[src/design/rsc_ram.sv]
// rsc_ram: generic single-write, single-read synchronous ram with registered read
// no dependencies
`default_nettype none

module rsc_ram #(
    parameter int WIDTH = 8,
    parameter int DEPTH = 16,
    parameter int AW    = (DEPTH > 1) ? $clog2(DEPTH) : 1
) (
    input  wire logic             clk,
    input  wire logic             we,
    input  wire logic [AW-1:0]    waddr,
    input  wire logic [WIDTH-1:0] wdata,
    input  wire logic             re,
    input  wire logic [AW-1:0]    raddr,
    output logic      [WIDTH-1:0] rdata
);

    logic [WIDTH-1:0] mem [DEPTH];

    always_ff @(posedge clk)
    begin
        if (we)
        begin
            mem[waddr] <= wdata;
        end
        if (re)
        begin
            rdata <= mem[raddr];
        end
    end

endmodule

`default_nettype wire

[config.mk]
export PLATFORM = sky130hd
export DESIGN_NAME = rsc_ram
export DESIGN_NICKNAME = d
export VERILOG_FILES = /design/src/design/rsc_ram.sv
export SDC_FILE = /design/constraint.sdc
export NUM_CORES = 1
export LEC_CHECK = 0
export BUFFER_PORTS_ARGS = -buffer_cell sky130_fd_sc_hd__buf_2
export CELL_PAD_IN_SITES_DETAIL_PLACEMENT = 0
export CELL_PAD_IN_SITES_GLOBAL_PLACEMENT = 1
export CORE_MARGIN = 5
export CORE_UTILIZATION = 40
export DETAILED_ROUTE_END_ITERATION = 12
export PLACE_DENSITY_LB_ADDON = 0.1
export REMOVE_ABC_BUFFERS = 1
export SYNTH_ARGS = -nofsm -noshare
export SYNTH_HDL_FRONTEND = slang
export SYNTH_SLANG_ARGS = --single-unit
[constraint.sdc]
create_clock -name clk -period 2.06 [get_ports clk]
set_input_delay 0.412 -clock clk [delete_from_list [all_inputs] [get_ports clk]]
set_output_delay 0.412 -clock clk [all_outputs]
set_load 0.02 [all_outputs]
==> metrics.yaml <==
detailed_routing:
  vias: 2454
  drtIter0Drc: 220
  avgRoutedWirePerCell_um: 22.8
  drt-total-wl_mm: 10.8
  drc: 0
  antenna_left: 0
  vias_per_cell: 5.18
  dr.pass1.iters: 5
clocking:
  postCtsHoldBufs: 0
  clk_pin_slew_ns: 0.06
  ctsRootBufferMaster: "clkbuf_16"
  cts_resized: 0
  clock_path_buffers: 2
  postCtsSetupBuffers: 0
  clock_latency_ns: 0.42
  cts_made_buffers: 17
  cts.sinks: 136
  cts_tree: "done"
  htreeDepth: 4
synthesis:
  synthesis.area_mm2: 0.00523
  avgSynthCellArea_um2: 22.8
  seq_area_frac_synth_pct: 78.1
  syn_inst: 229
  yosys_warnings: 0
  synth_cell_types: 18
  synth-seq-cells: 136
global_route:
  grt_overflow: 0
  grt_pass1_wl_mm: 16.5
  grt_use_total_pct: 14.9
  antenna_found_initial: 0
  grt_max_degree: 33
  grt_pass1_vias: 2570
timing:
  period_needed_ns: 1.58
  final_max_slew_viol_count: 0
  fin_worst_skew_ns: 0.00570
  maxSlewHeadroom_pct: 72.5
  rsz0062_at_grt: "false"
  worst_pin_slew_ns: 0.413
  setup_viol: 0
  fin_crit_sh_pct: 76.9
  hold_viol: 0
  setup_slack_ns: 0.476
  fmax_mhz: 631
  tns_ns: 0
die:
  die_area_mm2: 0.0155
  io_pins: 27
  start_util_pct: 41.1
  die_y_um: 124
  num_rows: 41
  die_w_um: 124
  coreArea_mm2: 0.0127
placed_design:
  io_buffers: 26
  dpl.hpwl_mm: 6.81
  gp_congestion: 0.750
  place_ws_ns: 0.0530
worst_setup_path:
  path_cells: "buf_2 > buf_12 > mux4_1 > a22oi_1 > nand2_1"
  crit_required_ns: 2.22
  arrival_ns: 1.74
  start_kind: "primary input"
  cp_slowest_cell: "mux4_1"
  end_kind: "flip-flop"
  worstSetupPathType: "primary input to flip-flop"
  path_max_fanout: 17
  slowest_delay_ns: 0.56
min_path:
  hp-class: "primary input to flip-flop"
outcome:
  outcome: "complete, no violations"
final_layout:
  layout-drive-gt1-share_pct: 31.8
  antenna_cells: 0
  area_delta_synth_final_pct: 21.1
  nNetsFinal: 308
pwr:
  power.density_mw_per_mm2: 1050
  switchingPower_mw: 1.25
  seqPwrFrac_pct: 47.3
  switching_share_pct: 18.9
  p_comb_share_pct: 4.8
  p_int_mw: 5.38
  ir_drop_mv: 0.545
  pwr-share-clk_pct: 48.0
  cellLeakagePower_nw: 2.16
flow_run:
  maxCapViolCount: 0
per-stage QoR:
stage | cells | total power [mW] | util (%) | hold WS, ns | cell area [µm²]
after floorplan | 219 | 3.33 | - | 0.511 | 5140
after global placement | 442 | 3.51 | 44.9 | 0.744 | 5710
after detailed placement | 442 | 3.51 | 44.9 | 0.743 | 5710
after CTS | 474 | 6.70 | 49.8 | 0.358 | 6330
after global routing | 474 | 6.87 | 49.8 | 0.365 | 6330
final | 474 | 6.63 | 49.8 | 0.374 | 6330
Yosys cell counts:
| cell | n | area, µm² |
|---|---|---|
| nor2b_1 | 1 | 6.26 |
| buf_2 | 3 | 15.0 |
| nand2b_1 | 2 | 12.5 |
| nor3_1 | 4 | 20.0 |
| buf_4 | 1 | 7.51 |
| a22oi_1 | 16 | 120 |
| buf_6 | 3 | 33.8 |
| mux4_2 | 18 | 405 |
| nand2_1 | 9 | 33.8 |
| nor2_1 | 13 | 48.8 |
| edfxtp_1 | 136 | 4080 |
| or3b_2 | 1 | 8.76 |
| and2_1 | 1 | 6.26 |
| clkdlybuf4s25_2 | 3 | 30.0 |
| and2b_1 | 1 | 7.51 |
| nand3_1 | 1 | 5.00 |
| nand3b_1 | 2 | 15.0 |
| mux4_1 | 14 | 368 |
critical path, delay by kind of cell:
family	cells	cell delay [ns]
AO/OA/AOI/OAI	1	0.33
buffers and inverters	2	0.34
multiplexers	1	0.56
AND/OR/NAND/NOR	1	0.09
final cells by class:
cell class / instances / area (µm²)
clock buffers: 21 / 440
repair buffers: 51 / 355
multi-input cells: 83 / 1060
fillers: 1078 / 6390
well taps: 172 / 215
clock inverters: 11 / 178
flip-flops and latches: 136 / 4080
registers in the layout, summed over array words and instances, names as in the netlist:
name and cells:
mem 128, rdata 8
cells in the final DEF (no fill, tap or decap), types with 2 or more instances in the layout:
cell type	count
edfxtp_1	136
buf_2	26
buf_4	22
mux4_2	18
clkbuf_16	17
a22oi_1	16
mux4_1	14
nor2_1	13
nand2_1	9
bufinv_16	5
nor3_1	4
clkinv_2	4
clkbuf_1	4
buf_12	3
nand3b_1	2
nand2b_1	2
clkinv_1	2
per-layer routing:
layer	wire, µm	track usage, %	vias up
met5	0	0	-
met4	205	6.77	0
met3	457	4.37	20
met2	5050	21.9	61
met1	5070	20.6	1271
li1	-	-	1102
worst paths after layout:
check,from,endpoint,slack [ns],depth (start not counted)
hold reg to reg,mem[8][4],rdata[4],0.75,3
hold / removal,re,rdata[6],0.37,1
setup / recovery,raddr[0],rdata[3],0.48,5
setup reg to reg,mem[1][3],rdata[3],0.53,3
kinds of logic (layout without fill, tap and decap cells):
logic type | Yosys count | in the layout | synth area share, %
AO/OA/AOI/OAI | 16 | 16 | 2.30
multiplexers | 32 | 32 | 14.8
flip-flops | 136 | 136 | 78.1
buffers and inverters | 10 | 83 | 1.65
AND/OR/NAND/NOR | 35 | 35 | 3.14
power groups by stage:
stage                     Clock (mW)  Sequential, mW  Combinational, mW
after floorplan                    0            3.20              0.124
after global placement             0            3.19              0.318
after detailed placement           0            3.19              0.320
after CTS                       3.24            3.14              0.321
after global routing            3.38            3.14              0.342
final                           3.18            3.13              0.315
(Power assumes the default switching activity.)
